### config.mk
export PLATFORM = sky130hd
export DESIGN_NAME = step_dir_pulse_generator
export DESIGN_NICKNAME = d
export VERILOG_FILES = /design/src/rtl/spg_pkg.sv /design/src/rtl/spg_front.sv /design/src/rtl/spg_div.sv /design/src/rtl/spg_back.sv /design/src/rtl/step_dir_pulse_generator.sv
export SDC_FILE = /design/constraint.sdc
export NUM_CORES = 2
export LEC_CHECK = 0
export BUFFER_PORTS_ARGS = -buffer_cell sky130_fd_sc_hd__buf_4
export CAP_MARGIN = 10
export CORE_MARGIN = 1.5
export CORE_UTILIZATION = 64
export CTS_CLUSTER_SIZE = 25
export DETAILED_ROUTE_END_ITERATION = 8
export GPL_ROUTABILITY_DRIVEN = 0
export PLACE_DENSITY = 0.81
export SYNTH_ARGS = -nofsm -noshare
export SYNTH_HDL_FRONTEND = slang
export SYNTH_SLANG_ARGS = --single-unit
export TNS_END_PERCENT = 10
### constraint.sdc
create_clock -name i_clk -period 25.3 [get_ports i_clk]
set_input_delay 5.06 -clock i_clk [delete_from_list [all_inputs] [get_ports i_clk]]
set_output_delay 5.06 -clock i_clk [all_outputs]
set_load 0.02 [all_outputs]
### src/rtl/spg_pkg.sv
// ============================================================================
// spg_pkg - step/direction pulse generator shared definitions
// Types, widths and constants used by the front queue, back sequencer,
// divider and top level.
// ============================================================================
`default_nettype none

package spg_pkg;

    localparam int POS_W       = 48;
    localparam int HALF_W      = 20;
    localparam int SPEED_W     = 17;
    localparam int REV_W       = 24;
    localparam int POWER_W     = 16;
    localparam int CFG_W       = 16;
    localparam int CFG_IDX_W   = 2;
    localparam int DIV_W       = 48;
    localparam int DVSR_W      = 25;
    localparam int MUL_A_W     = 33;
    localparam int MUL_B_W     = 16;
    localparam int PROD_W      = MUL_A_W + MUL_B_W;
    localparam int QUEUE_DEPTH = 2;

    // frequency rounding divide: 960 = 64 * 15, 31457280 = 2^21 * 15
    localparam int SCALE_W   = 27;
    localparam int RECIP_W   = 28;
    localparam int RECIP_SH  = 31;
    localparam int RPM_SHIFT = 6;
    localparam int PWR_SHIFT = 21;
    // ceil(2^31 / 15), exact for every scaled value below 2^27
    localparam logic [RECIP_W-1:0] RECIP_15 = 28'h888_8889;

    localparam int TICKS_DEFAULT = 500000;

    localparam logic [HALF_W-1:0] HALF_MAX  = {HALF_W{1'b1}};
    localparam logic [DIV_W-1:0]  RPM_ROUND = DIV_W'(480);
    localparam logic [DIV_W-1:0]  PWR_ROUND = DIV_W'(15728640);
    localparam logic [MUL_B_W-1:0] NEAR_SCALE = MUL_B_W'(1000);

    localparam logic [CFG_IDX_W-1:0] CFG_STEPS_PER_REV  = 2'd0;
    localparam logic [CFG_IDX_W-1:0] CFG_MAX_SPEED      = 2'd1;
    localparam logic [CFG_IDX_W-1:0] CFG_ENABLE_PRESENT = 2'd2;

    typedef enum logic [2:0] {
        CMD_TICK,
        CMD_RUN_RPM,
        CMD_RUN_POWER,
        CMD_MOVE_BY,
        CMD_MOVE_TO,
        CMD_STOP,
        CMD_SET_ZERO,
        CMD_NONE
    } t_cmd;

    typedef enum logic [1:0] {
        ERR_OK,
        ERR_SLOW_MOVE,
        ERR_NO_LIMIT
    } t_err;

    typedef enum logic [3:0] {
        ST_IDLE,
        ST_RPM_MUL,
        ST_PWR_MUL1,
        ST_PWR_MUL2,
        ST_DIST_MUL,
        ST_BY_SET,
        ST_ZERO_SET,
        ST_TO_EVAL,
        ST_TO_MUL,
        ST_TO_DEC,
        ST_FREQ_SCALE,
        ST_FREQ_MUL,
        ST_DIVH_GO,
        ST_DIVH_WAIT,
        ST_FINISH
    } t_state;

    typedef struct packed {
        t_cmd                      cmd;
        logic signed [SPEED_W-1:0] speed;
        logic signed [REV_W-1:0]   revs;
        logic signed [POWER_W-1:0] power;
    } t_item;

    typedef struct packed {
        logic [CFG_W-1:0] steps_per_rev;
        logic [CFG_W-1:0] max_speed;
        logic             enable_present;
    } t_cfg;

    typedef struct packed {
        logic                    step_level;
        logic                    dir_level;
        logic                    enable_n;
        logic signed [POS_W-1:0] position;
        logic                    moving;
        logic                    move_done;
        t_err                    err;
    } t_result;

endpackage

`default_nettype wire

### src/rtl/spg_front.sv
// ============================================================================
// spg_front - command intake
// Decodes the command code and holds beats in a short queue so the back
// sequencer and the input side stall independently.
// ============================================================================
`default_nettype none

module spg_front (
    input  wire                              i_clk,
    input  wire                              i_rst_n,
    input  wire                              i_in_valid,
    output logic                             o_in_stall,
    input  wire  [2:0]                       i_command,
    input  wire  signed [spg_pkg::SPEED_W-1:0] i_speed_q4,
    input  wire  signed [spg_pkg::REV_W-1:0]   i_revolutions_q8,
    input  wire  signed [spg_pkg::POWER_W-1:0] i_power_q15,
    output logic                             o_head_valid,
    output spg_pkg::t_item                   o_head,
    input  wire                              i_pop
);
    import spg_pkg::*;

    localparam int PTR_W = $clog2(QUEUE_DEPTH);
    localparam int CNT_W = $clog2(QUEUE_DEPTH + 1);

    t_item             r_mem [QUEUE_DEPTH];
    logic [PTR_W-1:0]  r_wr, r_rd;
    logic [CNT_W-1:0]  r_cnt;
    t_item             item;
    logic              push;

    always_comb begin
        unique case (i_command)
            3'd0:    item.cmd = CMD_TICK;
            3'd1:    item.cmd = CMD_RUN_RPM;
            3'd2:    item.cmd = CMD_RUN_POWER;
            3'd3:    item.cmd = CMD_MOVE_BY;
            3'd4:    item.cmd = CMD_MOVE_TO;
            3'd5:    item.cmd = CMD_STOP;
            3'd6:    item.cmd = CMD_SET_ZERO;
            default: item.cmd = CMD_NONE;
        endcase
        item.speed = i_speed_q4;
        item.revs  = i_revolutions_q8;
        item.power = i_power_q15;
    end

    assign o_in_stall   = (r_cnt == CNT_W'(QUEUE_DEPTH));
    assign push         = i_in_valid && !o_in_stall;
    assign o_head_valid = (r_cnt != '0);
    assign o_head       = r_mem[r_rd];

    always_ff @(posedge i_clk) begin
        if (push) begin
            r_mem[r_wr] <= item;
        end
    end

    always_ff @(posedge i_clk) begin
        if (!i_rst_n) begin
            r_wr  <= '0;
            r_rd  <= '0;
            r_cnt <= '0;
        end else begin
            if (push) begin
                r_wr <= r_wr + 1'b1;
            end
            if (i_pop) begin
                r_rd <= r_rd + 1'b1;
            end
            if (push && !i_pop) begin
                r_cnt <= r_cnt + 1'b1;
            end else if (!push && i_pop) begin
                r_cnt <= r_cnt - 1'b1;
            end
        end
    end

endmodule

`default_nettype wire

### src/rtl/spg_div.sv
// ============================================================================
// spg_div - restoring divider
// Unsigned divide, one quotient bit per cycle, done pulses after the last bit.
// ============================================================================
`default_nettype none

module spg_div (
    input  wire                         i_clk,
    input  wire                         i_rst_n,
    input  wire                         i_start,
    input  wire  [spg_pkg::DIV_W-1:0]   i_dividend,
    input  wire  [spg_pkg::DVSR_W-1:0]  i_divisor,
    output logic                        o_done,
    output logic [spg_pkg::DIV_W-1:0]   o_quot
);
    import spg_pkg::*;

    localparam int CNT_W = $clog2(DIV_W);
    localparam logic [CNT_W-1:0] LAST = CNT_W'(DIV_W - 1);

    logic [DIV_W-1:0]   r_quot;
    logic [DVSR_W-1:0]  r_rem;
    logic [DVSR_W-1:0]  r_dvsr;
    logic [CNT_W-1:0]   r_cnt;
    logic               r_busy;
    logic               r_done;
    logic [DVSR_W:0]    rem_sh;
    logic               fits;

    assign rem_sh = {r_rem, r_quot[DIV_W-1]};
    assign fits   = (rem_sh >= {1'b0, r_dvsr});

    always_ff @(posedge i_clk) begin
        if (i_start) begin
            r_quot <= i_dividend;
            r_rem  <= '0;
            r_dvsr <= i_divisor;
        end else if (r_busy) begin
            r_quot <= {r_quot[DIV_W-2:0], fits};
            r_rem  <= fits ? DVSR_W'(rem_sh - {1'b0, r_dvsr}) : DVSR_W'(rem_sh);
        end
    end

    always_ff @(posedge i_clk) begin
        if (!i_rst_n) begin
            r_busy <= 1'b0;
            r_done <= 1'b0;
            r_cnt  <= '0;
        end else begin
            r_done <= 1'b0;
            if (i_start) begin
                r_busy <= 1'b1;
                r_cnt  <= '0;
            end else if (r_busy) begin
                r_cnt <= r_cnt + 1'b1;
                if (r_cnt == LAST) begin
                    r_busy <= 1'b0;
                    r_done <= 1'b1;
                end
            end
        end
    end

    assign o_done = r_done;
    assign o_quot = r_quot;

endmodule

`default_nettype wire

### src/rtl/spg_back.sv
// ============================================================================
// spg_back - motion sequencer
// Runs queued commands against the motion state: ticks in the idle state, speed
// and distance commands through a shared multiplier and divider.
// ============================================================================
`default_nettype none

module spg_back #(
    parameter int TICKS_PER_HALF_SECOND = spg_pkg::TICKS_DEFAULT
) (
    input  wire                 i_clk,
    input  wire                 i_rst_n,
    input  spg_pkg::t_cfg       i_cfg,
    input  wire                 i_head_valid,
    input  spg_pkg::t_item      i_head,
    output logic                o_pop,
    output logic                o_out_valid,
    input  wire                 i_out_stall,
    output spg_pkg::t_result    o_result
);
    import spg_pkg::*;

    t_state r_state, n_state;

    // motion state
    logic signed [POS_W-1:0] r_step, n_step, r_target, n_target;
    logic r_running, n_running, r_endless, n_endless;
    logic r_forward, n_forward, r_high, n_high;
    logic [HALF_W-1:0] r_half, n_half, r_tick, n_tick;
    logic n_done;

    // command working registers
    t_cmd                      r_cmd;
    logic signed [SPEED_W-1:0] r_speed;
    logic signed [REV_W-1:0]   r_revs;
    logic signed [POWER_W-1:0] r_power;
    logic r_fwd, n_fwd, r_unb, n_unb, r_pwr, n_pwr;
    t_err r_err, n_err;
    logic [PROD_W-1:0] r_prod;
    logic [SCALE_W-1:0] r_scaled;
    logic [SCALE_W+RECIP_W-1:0] r_recip;
    logic [POS_W-1:0]  r_to_steps;
    logic r_to_fwd, r_to_zero, r_to_fits;
    logic [DVSR_W-1:0] r_to_dm;

    logic              r_out_valid;
    t_result           r_out, result;

    logic out_free, emit, do_halt, do_launch;
    logic [SPEED_W-1:0] h_s_abs, s_abs, sc;
    logic [POWER_W-1:0] h_p_abs, p_abs;
    logic [REV_W-1:0]   r_abs;
    logic h_slow, h_tiny, no_limit, r_slow, to_small;
    logic [MUL_A_W-1:0] mul_a;
    logic [MUL_B_W-1:0] mul_b;
    logic mul_en;
    logic div_start, div_done;
    logic [DIV_W-1:0]  div_dividend, div_quot;
    logic [DVSR_W-1:0] div_divisor;
    logic [DIV_W-1:0]  scale_sum, scale_sh;
    logic [SCALE_W+RECIP_W-RECIP_SH-1:0] freq_q;
    logic [DVSR_W-1:0] freq;
    logic [HALF_W-1:0] half_new;
    logic [HALF_W:0]   tick1;
    logic signed [POS_W-1:0] stepped;
    logic [POS_W-1:0] by_steps, zero_mag;
    logic signed [REV_W+MUL_B_W:0] g;
    logic signed [REV_W+MUL_B_W-8:0] q;
    logic [7:0] rem;
    logic signed [POS_W-1:0] e;
    logic [POS_W-1:0] em;

    // ---------------------------------------------------------------- decode
    always_comb begin
        h_s_abs  = i_head.speed[SPEED_W-1] ? SPEED_W'(-i_head.speed) : SPEED_W'(i_head.speed);
        h_p_abs  = i_head.power[POWER_W-1] ? POWER_W'(-i_head.power) : POWER_W'(i_head.power);
        s_abs    = r_speed[SPEED_W-1] ? SPEED_W'(-r_speed) : SPEED_W'(r_speed);
        p_abs    = r_power[POWER_W-1] ? POWER_W'(-r_power) : POWER_W'(r_power);
        r_abs    = r_revs[REV_W-1] ? REV_W'(-r_revs) : REV_W'(r_revs);
        h_slow   = (h_s_abs < SPEED_W'(2));
        h_tiny   = (h_p_abs < POWER_W'(4));
        r_slow   = (s_abs < SPEED_W'(2));
        no_limit = (i_cfg.max_speed == '0);
        sc       = (!no_limit && s_abs > SPEED_W'(i_cfg.max_speed))
                 ? SPEED_W'(i_cfg.max_speed) : s_abs;
        to_small = r_to_fits && (r_prod < PROD_W'({i_cfg.steps_per_rev, 8'h00}));
        out_free = !r_out_valid || !i_out_stall;
        o_pop    = (r_state == ST_IDLE) && i_head_valid
                 && ((i_head.cmd != CMD_TICK) || out_free);
        emit     = ((r_state == ST_IDLE) && i_head_valid && (i_head.cmd == CMD_TICK) && out_free)
                 || ((r_state == ST_FINISH) && out_free);
    end

    // goal distance for move_to, from the registered product |r| * steps_per_rev
    always_comb begin
        g   = r_revs[REV_W-1] ? -$signed({1'b0, r_prod[REV_W+MUL_B_W-1:0]})
                              : $signed({1'b0, r_prod[REV_W+MUL_B_W-1:0]});
        q   = g[REV_W+MUL_B_W:8];
        rem = g[7:0];
        e   = POS_W'(q) - r_step;
        em  = e[POS_W-1] ? POS_W'(-e) : POS_W'(e);
    end

    // ------------------------------------------------------- shared multiply
    always_comb begin
        mul_a  = '0;
        mul_b  = '0;
        mul_en = 1'b1;
        unique case (r_state)
            ST_RPM_MUL: begin
                mul_a = MUL_A_W'(sc);
                mul_b = i_cfg.steps_per_rev;
            end
            ST_PWR_MUL1: begin
                mul_a = MUL_A_W'(p_abs);
                mul_b = i_cfg.max_speed;
            end
            ST_PWR_MUL2: begin
                mul_a = MUL_A_W'(r_prod[31:0]);
                mul_b = i_cfg.steps_per_rev;
            end
            ST_DIST_MUL: begin
                mul_a = MUL_A_W'(r_abs);
                mul_b = i_cfg.steps_per_rev;
            end
            ST_TO_MUL: begin
                mul_a = MUL_A_W'(r_to_dm);
                mul_b = NEAR_SCALE;
            end
            default: mul_en = 1'b0;
        endcase
    end

    // ---------------------------------------------------------------- divide
    always_comb begin
        // rounded frequency: drop the power-of-two factor, then divide by 15
        scale_sum    = DIV_W'(r_prod) + (r_pwr ? PWR_ROUND : RPM_ROUND);
        scale_sh     = r_pwr ? (scale_sum >> PWR_SHIFT) : (scale_sum >> RPM_SHIFT);
        freq_q       = r_recip[SCALE_W+RECIP_W-1:RECIP_SH];
        freq         = (freq_q == '0) ? DVSR_W'(1) : DVSR_W'(freq_q);
        div_start    = (r_state == ST_DIVH_GO);
        div_dividend = DIV_W'(TICKS_PER_HALF_SECOND);
        div_divisor  = freq;
        if (div_quot == '0) begin
            half_new = HALF_W'(1);
        end else if (div_quot > DIV_W'(HALF_MAX)) begin
            half_new = HALF_MAX;
        end else begin
            half_new = div_quot[HALF_W-1:0];
        end
    end

    spg_div u_div (
        .i_clk      (i_clk),
        .i_rst_n    (i_rst_n),
        .i_start    (div_start),
        .i_dividend (div_dividend),
        .i_divisor  (div_divisor),
        .o_done     (div_done),
        .o_quot     (div_quot)
    );

    // ------------------------------------------------------------ next state
    always_comb begin
        n_state = r_state;
        unique case (r_state)
            ST_IDLE: begin
                if (i_head_valid) begin
                    unique case (i_head.cmd)
                        CMD_TICK:      n_state = ST_IDLE;
                        CMD_RUN_RPM:   n_state = (i_head.speed == '0) ? ST_FINISH : ST_RPM_MUL;
                        CMD_RUN_POWER: n_state = (h_tiny || no_limit) ? ST_FINISH : ST_PWR_MUL1;
                        CMD_MOVE_BY: begin
                            if (h_slow) begin
                                n_state = ST_FINISH;
                            end else if (i_head.revs == '0) begin
                                n_state = ST_RPM_MUL;
                            end else begin
                                n_state = ST_DIST_MUL;
                            end
                        end
                        CMD_MOVE_TO:   n_state = ST_DIST_MUL;
                        CMD_SET_ZERO:  n_state = ST_DIST_MUL;
                        CMD_STOP:      n_state = ST_FINISH;
                        CMD_NONE:      n_state = ST_FINISH;
                    endcase
                end
            end
            ST_DIST_MUL: begin
                priority case (r_cmd)
                    CMD_MOVE_BY: n_state = ST_BY_SET;
                    CMD_MOVE_TO: n_state = ST_TO_EVAL;
                    default:     n_state = ST_ZERO_SET;
                endcase
            end
            ST_BY_SET:     n_state = ST_RPM_MUL;
            ST_ZERO_SET:   n_state = ST_FINISH;
            ST_TO_EVAL:    n_state = ST_TO_MUL;
            ST_TO_MUL:     n_state = ST_TO_DEC;
            ST_TO_DEC:     n_state = (to_small || r_slow) ? ST_FINISH : ST_RPM_MUL;
            ST_RPM_MUL:    n_state = ST_FREQ_SCALE;
            ST_PWR_MUL1:   n_state = ST_PWR_MUL2;
            ST_PWR_MUL2:   n_state = ST_FREQ_SCALE;
            ST_FREQ_SCALE: n_state = ST_FREQ_MUL;
            ST_FREQ_MUL:   n_state = ST_DIVH_GO;
            ST_DIVH_GO:    n_state = ST_DIVH_WAIT;
            ST_DIVH_WAIT:  n_state = div_done ? ST_FINISH : ST_DIVH_WAIT;
            ST_FINISH:     n_state = out_free ? ST_IDLE : ST_FINISH;
            default:       n_state = ST_IDLE;
        endcase
    end

    // -------------------------------------------------------- state updates
    always_comb begin
        n_step    = r_step;
        n_target  = r_target;
        n_running = r_running;
        n_endless = r_endless;
        n_forward = r_forward;
        n_high    = r_high;
        n_half    = r_half;
        n_tick    = r_tick;
        n_fwd     = r_fwd;
        n_unb     = r_unb;
        n_pwr     = r_pwr;
        n_err     = r_err;
        n_done    = 1'b0;
        do_halt   = 1'b0;
        do_launch = 1'b0;
        tick1     = {1'b0, r_tick} + 1'b1;
        stepped   = r_forward ? r_step + 1'b1 : r_step - 1'b1;
        by_steps  = POS_W'(r_prod[PROD_W-1:8]);
        zero_mag  = POS_W'(r_prod[PROD_W-1:8]);

        unique case (r_state)
            ST_IDLE: begin
                if (o_pop) begin
                    n_err = ERR_OK;
                    n_pwr = 1'b0;
                    unique case (i_head.cmd)
                        CMD_TICK: begin
                            if (r_running) begin
                                if (tick1 >= {1'b0, r_half}) begin
                                    n_tick = '0;
                                    if (r_high) begin
                                        n_high = 1'b0;
                                    end else if (!r_endless
                                            && (r_forward ? (stepped >= r_target)
                                                          : (stepped <= r_target))) begin
                                        n_step    = r_target;
                                        n_running = 1'b0;
                                        n_done    = 1'b1;
                                    end else begin
                                        n_step = stepped;
                                        n_high = 1'b1;
                                    end
                                end else begin
                                    n_tick = tick1[HALF_W-1:0];
                                end
                            end
                        end
                        CMD_RUN_RPM: begin
                            do_halt = (i_head.speed == '0);
                            n_fwd   = !i_head.speed[SPEED_W-1];
                            n_unb   = 1'b1;
                        end
                        CMD_RUN_POWER: begin
                            if (h_tiny) begin
                                do_halt = 1'b1;
                            end else if (no_limit) begin
                                n_err = ERR_NO_LIMIT;
                            end
                            n_fwd = !i_head.power[POWER_W-1];
                            n_unb = 1'b1;
                            n_pwr = 1'b1;
                        end
                        CMD_MOVE_BY: begin
                            if (h_slow) begin
                                do_halt = 1'b1;
                                n_err   = ERR_SLOW_MOVE;
                            end else if (i_head.revs == '0) begin
                                n_fwd = !i_head.speed[SPEED_W-1];
                                n_unb = 1'b1;
                            end else begin
                                n_fwd = (i_head.revs[REV_W-1] == i_head.speed[SPEED_W-1]);
                                n_unb = 1'b0;
                            end
                        end
                        CMD_STOP:     do_halt = 1'b1;
                        CMD_MOVE_TO:  n_unb = 1'b0;
                        CMD_SET_ZERO: n_unb = 1'b0;
                        CMD_NONE:     n_unb = r_unb;
                    endcase
                end
            end
            ST_BY_SET: begin
                n_target = r_fwd ? r_step + by_steps : r_step - by_steps;
            end
            ST_ZERO_SET: begin
                do_halt = 1'b1;
            end
            ST_TO_DEC: begin
                if (!to_small) begin
                    if (r_slow) begin
                        do_halt = 1'b1;
                        n_err   = ERR_SLOW_MOVE;
                    end else if (r_to_zero) begin
                        n_fwd = 1'b1;
                        n_unb = 1'b1;
                    end else begin
                        n_fwd    = r_to_fwd;
                        n_unb    = 1'b0;
                        n_target = r_to_fwd ? r_step + r_to_steps : r_step - r_to_steps;
                    end
                end
            end
            ST_DIVH_WAIT: begin
                do_launch = div_done;
            end
            default: begin
                n_fwd = r_fwd;
            end
        endcase

        if (do_halt) begin
            n_running = 1'b0;
            n_endless = 1'b0;
            n_high    = 1'b0;
            n_tick    = '0;
            n_target  = r_step;
        end
        if (do_launch) begin
            n_forward = r_fwd;
            n_running = 1'b1;
            n_endless = r_unb;
            n_high    = 1'b1;
            n_tick    = '0;
            n_half    = half_new;
        end
        // set_zero places the position at minus the offset in steps
        if (r_state == ST_ZERO_SET) begin
            n_step   = (!r_revs[REV_W-1] && r_revs != '0) ? -$signed(zero_mag)
                                                          : $signed(zero_mag);
            n_target = n_step;
        end
    end

    always_comb begin
        result.step_level = n_running && n_high;
        result.dir_level  = n_forward;
        result.enable_n   = !(i_cfg.enable_present && n_running);
        result.position   = n_step;
        result.moving     = (n_running && n_endless) || (n_step != n_target);
        result.move_done  = n_done;
        result.err        = (r_state == ST_IDLE) ? ERR_OK : r_err;
    end

    // ------------------------------------------------------------- registers
    always_ff @(posedge i_clk) begin
        if (!i_rst_n) begin
            r_state     <= ST_IDLE;
            r_step      <= '0;
            r_target    <= '0;
            r_running   <= 1'b0;
            r_endless   <= 1'b0;
            r_forward   <= 1'b0;
            r_high      <= 1'b0;
            r_half      <= HALF_W'(1);
            r_tick      <= '0;
            r_out_valid <= 1'b0;
        end else begin
            r_state   <= n_state;
            r_step    <= n_step;
            r_target  <= n_target;
            r_running <= n_running;
            r_endless <= n_endless;
            r_forward <= n_forward;
            r_high    <= n_high;
            r_half    <= n_half;
            r_tick    <= n_tick;
            if (emit) begin
                r_out_valid <= 1'b1;
            end else if (!i_out_stall) begin
                r_out_valid <= 1'b0;
            end
        end
    end

    always_ff @(posedge i_clk) begin
        r_fwd <= n_fwd;
        r_unb <= n_unb;
        r_pwr <= n_pwr;
        r_err <= n_err;
        if (o_pop) begin
            r_cmd   <= i_head.cmd;
            r_speed <= i_head.speed;
            r_revs  <= i_head.revs;
            r_power <= i_head.power;
        end
        if (mul_en) begin
            r_prod <= PROD_W'(mul_a * mul_b);
        end
        if (r_state == ST_FREQ_SCALE) begin
            r_scaled <= scale_sh[SCALE_W-1:0];
        end
        if (r_state == ST_FREQ_MUL) begin
            r_recip <= r_scaled * RECIP_15;
        end
        if (r_state == ST_TO_EVAL) begin
            r_to_steps <= (e[POS_W-1] && rem != '0) ? em - 1'b1 : em;
            r_to_fwd   <= (!e[POS_W-1] && e != '0) || (e == '0 && rem != '0);
            r_to_zero  <= (e == '0) && (rem == '0);
            r_to_fits  <= (em[POS_W-1:16] == '0);
            r_to_dm    <= e[POS_W-1] ? {1'b0, em[15:0], 8'h00} - DVSR_W'(rem)
                                     : {1'b0, em[15:0], 8'h00} + DVSR_W'(rem);
        end
        if (emit) begin
            r_out <= result;
        end
    end

    assign o_out_valid = r_out_valid;
    assign o_result    = r_out;

endmodule

`default_nettype wire

### src/rtl/step_dir_pulse_generator.sv
// ============================================================================
// step_dir_pulse_generator - step/direction pulse generator top level
// tick beats: through queue and output register, one per cycle unless stalled
// speed, power and move commands: most pass the 48-bit divider
// that turns the frequency into a half period; one command in the back at a time
// stop, set_zero, errors and unused codes: finish without the divider
// synchronous active-low reset clears motion state, queue and output; resets config
// ============================================================================
`default_nettype none

module step_dir_pulse_generator #(
    parameter int TICKS_PER_HALF_SECOND = spg_pkg::TICKS_DEFAULT
) (
    input  wire                                 i_clk,
    input  wire                                 i_rst_n,
    input  wire                                 i_in_valid,
    output logic                                o_in_stall,
    input  wire  [2:0]                          i_command,
    input  wire  signed [spg_pkg::SPEED_W-1:0]  i_speed_q4,
    input  wire  signed [spg_pkg::REV_W-1:0]    i_revolutions_q8,
    input  wire  signed [spg_pkg::POWER_W-1:0]  i_power_q15,
    output logic                                o_out_valid,
    input  wire                                 i_out_stall,
    output logic                                o_step_level,
    output logic                                o_dir_level,
    output logic                                o_enable_n_level,
    output logic signed [spg_pkg::POS_W-1:0]    o_position,
    output logic                                o_moving,
    output logic                                o_move_done,
    output logic [1:0]                          o_error_code,
    input  wire                                 i_cfg_valid,
    output logic                                o_cfg_ready,
    input  wire  [spg_pkg::CFG_IDX_W-1:0]       i_cfg_index,
    input  wire  [spg_pkg::CFG_W-1:0]           i_cfg_data
);
    import spg_pkg::*;

    t_cfg    r_cfg;
    logic    head_valid, pop;
    t_item   head;
    t_result result;

    assign o_cfg_ready = 1'b1;

    always_ff @(posedge i_clk) begin
        if (!i_rst_n) begin
            r_cfg.steps_per_rev  <= CFG_W'(200);
            r_cfg.max_speed      <= '0;
            r_cfg.enable_present <= 1'b0;
        end else if (i_cfg_valid && o_cfg_ready) begin
            unique case (i_cfg_index)
                CFG_STEPS_PER_REV:  r_cfg.steps_per_rev  <= i_cfg_data;
                CFG_MAX_SPEED:      r_cfg.max_speed      <= i_cfg_data;
                CFG_ENABLE_PRESENT: r_cfg.enable_present <= i_cfg_data[0];
                default:            r_cfg.enable_present <= r_cfg.enable_present;
            endcase
        end
    end

    spg_front u_front (
        .i_clk            (i_clk),
        .i_rst_n          (i_rst_n),
        .i_in_valid       (i_in_valid),
        .o_in_stall       (o_in_stall),
        .i_command        (i_command),
        .i_speed_q4       (i_speed_q4),
        .i_revolutions_q8 (i_revolutions_q8),
        .i_power_q15      (i_power_q15),
        .o_head_valid     (head_valid),
        .o_head           (head),
        .i_pop            (pop)
    );

    spg_back #(
        .TICKS_PER_HALF_SECOND (TICKS_PER_HALF_SECOND)
    ) u_back (
        .i_clk        (i_clk),
        .i_rst_n      (i_rst_n),
        .i_cfg        (r_cfg),
        .i_head_valid (head_valid),
        .i_head       (head),
        .o_pop        (pop),
        .o_out_valid  (o_out_valid),
        .i_out_stall  (i_out_stall),
        .o_result     (result)
    );

    assign o_step_level     = result.step_level;
    assign o_dir_level      = result.dir_level;
    assign o_enable_n_level = result.enable_n;
    assign o_position       = result.position;
    assign o_moving         = result.moving;
    assign o_move_done      = result.move_done;
    assign o_error_code     = result.err;

endmodule

`default_nettype wire
==> results.txt <==
Cell internal pwr - 4.86 mW
Pin count of the biggest net entering global routing - 88
GRT Max-Usage Layer - met2
Number of max-slew violations in the final report - 0
Most area-consuming cells after synthesis - sky130_fd_sc_hd__edfxtp_1, sky130_fd_sc_hd__fa_1, sky130_fd_sc_hd__ha_1
Height of the die - 344 um
Count of H-tree levels built during CTS - 3
WP data arrival - 13350 ps
Routed vias/inst - 6.48
Achievable frequency - 77.3 MHz
Post-CTS setup buffer count - 0
Die area - 118000 um^2
Cell Count, Final, Fillers Out - 10200
Endpoint type of the worst setup path - flip-flop
Met3 layer usage reported by global route - 9.62%
Area of all sequential standard cells - 18500 um^2
Final setup skew - 82.4 ps
Area Growth Syn to Fin - 6.73%
Type of the most critical hold path - flip-flop to flip-flop
Proportion of power drawn by the clock network - 11.8%
Post-synthesis sequential area ratio - 24.8%
Die boundary width - 344 um
Synth top area share - 17.7%
Power density cells - 127 nW/um^2
DR vias - 65800
Clock buffer count from CTS - 79
Post-synth top flop - sky130_fd_sc_hd__edfxtp_1
Final setup vio count - 0
Routed wirelength normalized by instance count - 21.9 um
Final TNS setup - 0 ps
Max-Cap Viols - 0
M2 GR Usage - 57.3%
Leakage Power - 33.5 nW
Critical Setup Path Class - flip-flop to flip-flop
Total routing usage reported by global routing - 37.1%
Floorplan Core Area - 115000 um^2
Remaining design rule violation count - 0
Number of buffers on the longest clock path - 3
EDFF count, synth - 439
RSZ-0062 raised after global routing - false
DP HPWL - 173000 um
Filler cell count - 8874
Net total in the final layout - 9803
Buffers & Inverters on Critical Path - 4
Fraction of registers with async set/reset - 0%
Area of combinational cells with multiple inputs - 51100 um^2
Clk pin slew, worst setup/hold paths - 60 ps
Number of antenna violations at the first check in global routing - 4
Sw frac - 51.7%
Number of buffers inserted by port buffering - 139
Post-Synthesis Cell Area - 74500 um^2
Tightest slew margin relative to the limit - 12.4%
Avg Inst Size Synth - 8.62 um^2
Cell count after synthesis - 8642
Router iterations before antenna repair - 9
Worst stage delay on the critical path - 1020 ps
Number of rows created at floorplan - 124
Register bit count reported by yosys - 703
Least-Margin Pin Slew - 1300 ps
Hold bufs inserted after CTS - 0
# placed instances - 10000
Count of synthesis-stage warnings from yosys - 0
Share of layout cells above drive strength 1 - 6.46%
Number of hold-slack violations in the final timing report - 0
Syn nets - 9870
Net switching power of the design - 5.21 mW
Clock latency of the later-clocked register in the worst-skew pair - 730 ps
CTS root buffer - sky130_fd_sc_hd__clkbuf_16
Gates resized, CTS repair - 0
GRT overflow - 0
Unique masters post-synth - 109
# IOs - 141
Highest ir drop seen on vdd - 0.102 mV
Via count of the first global-routing pass - 63300
Overall routed net length - 222000 um
Wire length of the first global-routing pass - 345000 um
Clock tree sinks - 703
Portion of the clock cycle consumed by the worst path in the final layout - 51.2%
Combinational cell fraction of total power - 68.3%
Yosys top cell by area - sky130_fd_sc_hd__edfxtp_1
Startpoint class of the critical path - flip-flop
Result of the run - completed
Required time at the endpoint of the critical path - 25700 ps
Initial core utilization - 64.9%
Met1 global-route usage - 48.2%
Kind of cell adding the most delay to the critical path - compound AO/OA/AOI/OAI gates
Largest fanout on the critical path - 16
Clock tree from TritonCTS - built
Post-route core utilization - 69.2%
Antenna violation net count after detailed routing - 0
Reg power frac - 19.9%
Minimum clock period after layout - 12940 ps
Detailed router's first-iteration violation count - 7412
Slowest cell on the critical path - sky130_fd_sc_hd__o21bai_1
## layer usage
layer,vias to the layer above,share of wire (%)
li1,29900,-
met1,31000,38
met2,4057,43
met3,825,13
met4,2,5.9
met5,-,0.0058
## cell families after synthesis
family / after synthesis / synth area share [%]
AO/OA/AOI/OAI: 1794 / 15.6
XOR/XNOR: 608 / 7.16
adder cells (fa/ha/maj): 1146 / 24.5
buffers and inverters: 1326 / 6.78
flip-flops: 703 / 24.8
multiplexers: 204 / 2.86
other: 1 / 0.00504
AND/OR/NAND/NOR: 2860 / 18.3
## power by group through the flow
stage / Sequential, mW / Combinational [mW] / Clock [mW]
6_report: 2.00 / 6.88 / 1.19
4_1_cts: 1.97 / 6.66 / 1.20
5_1_grt: 2.01 / 7.46 / 1.25
2_1_floorplan: 1.79 / 5.12 / 0
3_3_place_gp: 1.98 / 6.42 / 0
3_5_place_dp: 1.99 / 6.61 / 0
## worst reg2reg max path, delay by kind of cell (launching register included)
family,cells,cell delay [ps]
AO/OA/AOI/OAI,23,6490
buffers and inverters,4,280
adder cells (fa/ha/maj),9,3970
AND/OR/NAND/NOR,3,900
flip-flops,1,460
XOR/XNOR,2,280
multiplexers,1,250
## through the flow
| step | cell area (um^2) | hold WS [ps] | setup slack, ps | power, mW |
|---|---|---|---|---|
| final | 79500 | 440 | 12360 | 10.1 |
| after global routing | 79500 | 452 | 11940 | 10.7 |
| after floorplan | 74500 | 432 | 14130 | 6.91 |
| after global placement | 76800 | 431 | 13110 | 8.40 |
| after detailed placement | 76800 | 435 | 12780 | 8.60 |
| after CTS | 79400 | 433 | 12690 | 9.84 |
## cell type report
| cell class | instances | share of cell area (%) |
|---|---|---|
| diodes | 3 | 0.00945 |
| clock buffers | 95 | 2.63 |
| clock inverters | 53 | 0.743 |
| inverters | 933 | 4.41 |
| multi-input cells | 6613 | 64.3 |
| flip-flops and latches | 703 | 23.2 |
| well taps | 1512 | 2.38 |
| repair buffers | 245 | 2.33 |
## flip-flops by register name, indices dropped and copies added, names as in the netlist, 25 cells and up, named ones only
| signal | flops |
|---|---|
| r_cfg | 33 |
| u_back.o_result | 55 |
| u_back.r_prod | 48 |
| u_back.r_scaled | 27 |
| u_back.r_step | 48 |
| u_back.r_target | 48 |
| u_back.r_to_dm | 25 |
| u_back.r_to_steps | 48 |
| u_back.u_div.o_quot | 48 |
| u_back.u_div.r_rem | 25 |
| u_front.r_mem | 120 |
## placed cells by master, fill, tap and decap left out, drive strengths merged, types with 28 or more instances in the layout
master  count
nand3     173
or3        73
a211oi     80
edfxtp    439
inv       937
mux2i     141
or2        43
nand2b     85
a221o      28
nand2     859
nor4      108
dfxtp     264
ha        627
o22ai      31
o21ai     363
a31oi      82
fa        518
a21o      142
buf       245
nor3      200
o31ai      52
and3       71
a22oi      48
o21a       63
mux2       63
and2      135
clkinv     36
nor2b      59
nor2      827
xnor2     355
nand4      75
o211ai     48
clkbuf     95
a21oi     536
nor3b      46
xor2      253
a221oi     29
## synthesized netlist by cell type, drive strengths merged, types with 108 or more instances
master  instances
and2          135
fa            518
xnor2         355
a21oi         536
nor2          827
nor3          200
ha            627
clkbuf        319
a21o          142
dfxtp         264
mux2i         141
nand2         859
xor2          253
nand3         173
inv           931
edfxtp        439
o21ai         363
nor4          108
## final timing paths
path,start,to,slack [ps],cells past startpoint
setup / recovery,u_back.r_speed[0],u_back.r_prod[44],12360,42
hold / removal,u_back.r_recip[53],u_back.u_div.r_dvsr[22],440,0
setup reg to reg,u_back.r_speed[0],u_back.r_prod[44],12360,42
hold reg to reg,u_back.r_recip[53],u_back.u_div.r_dvsr[22],440,0
No activity file was read; power rests on OpenSTA's default activity.
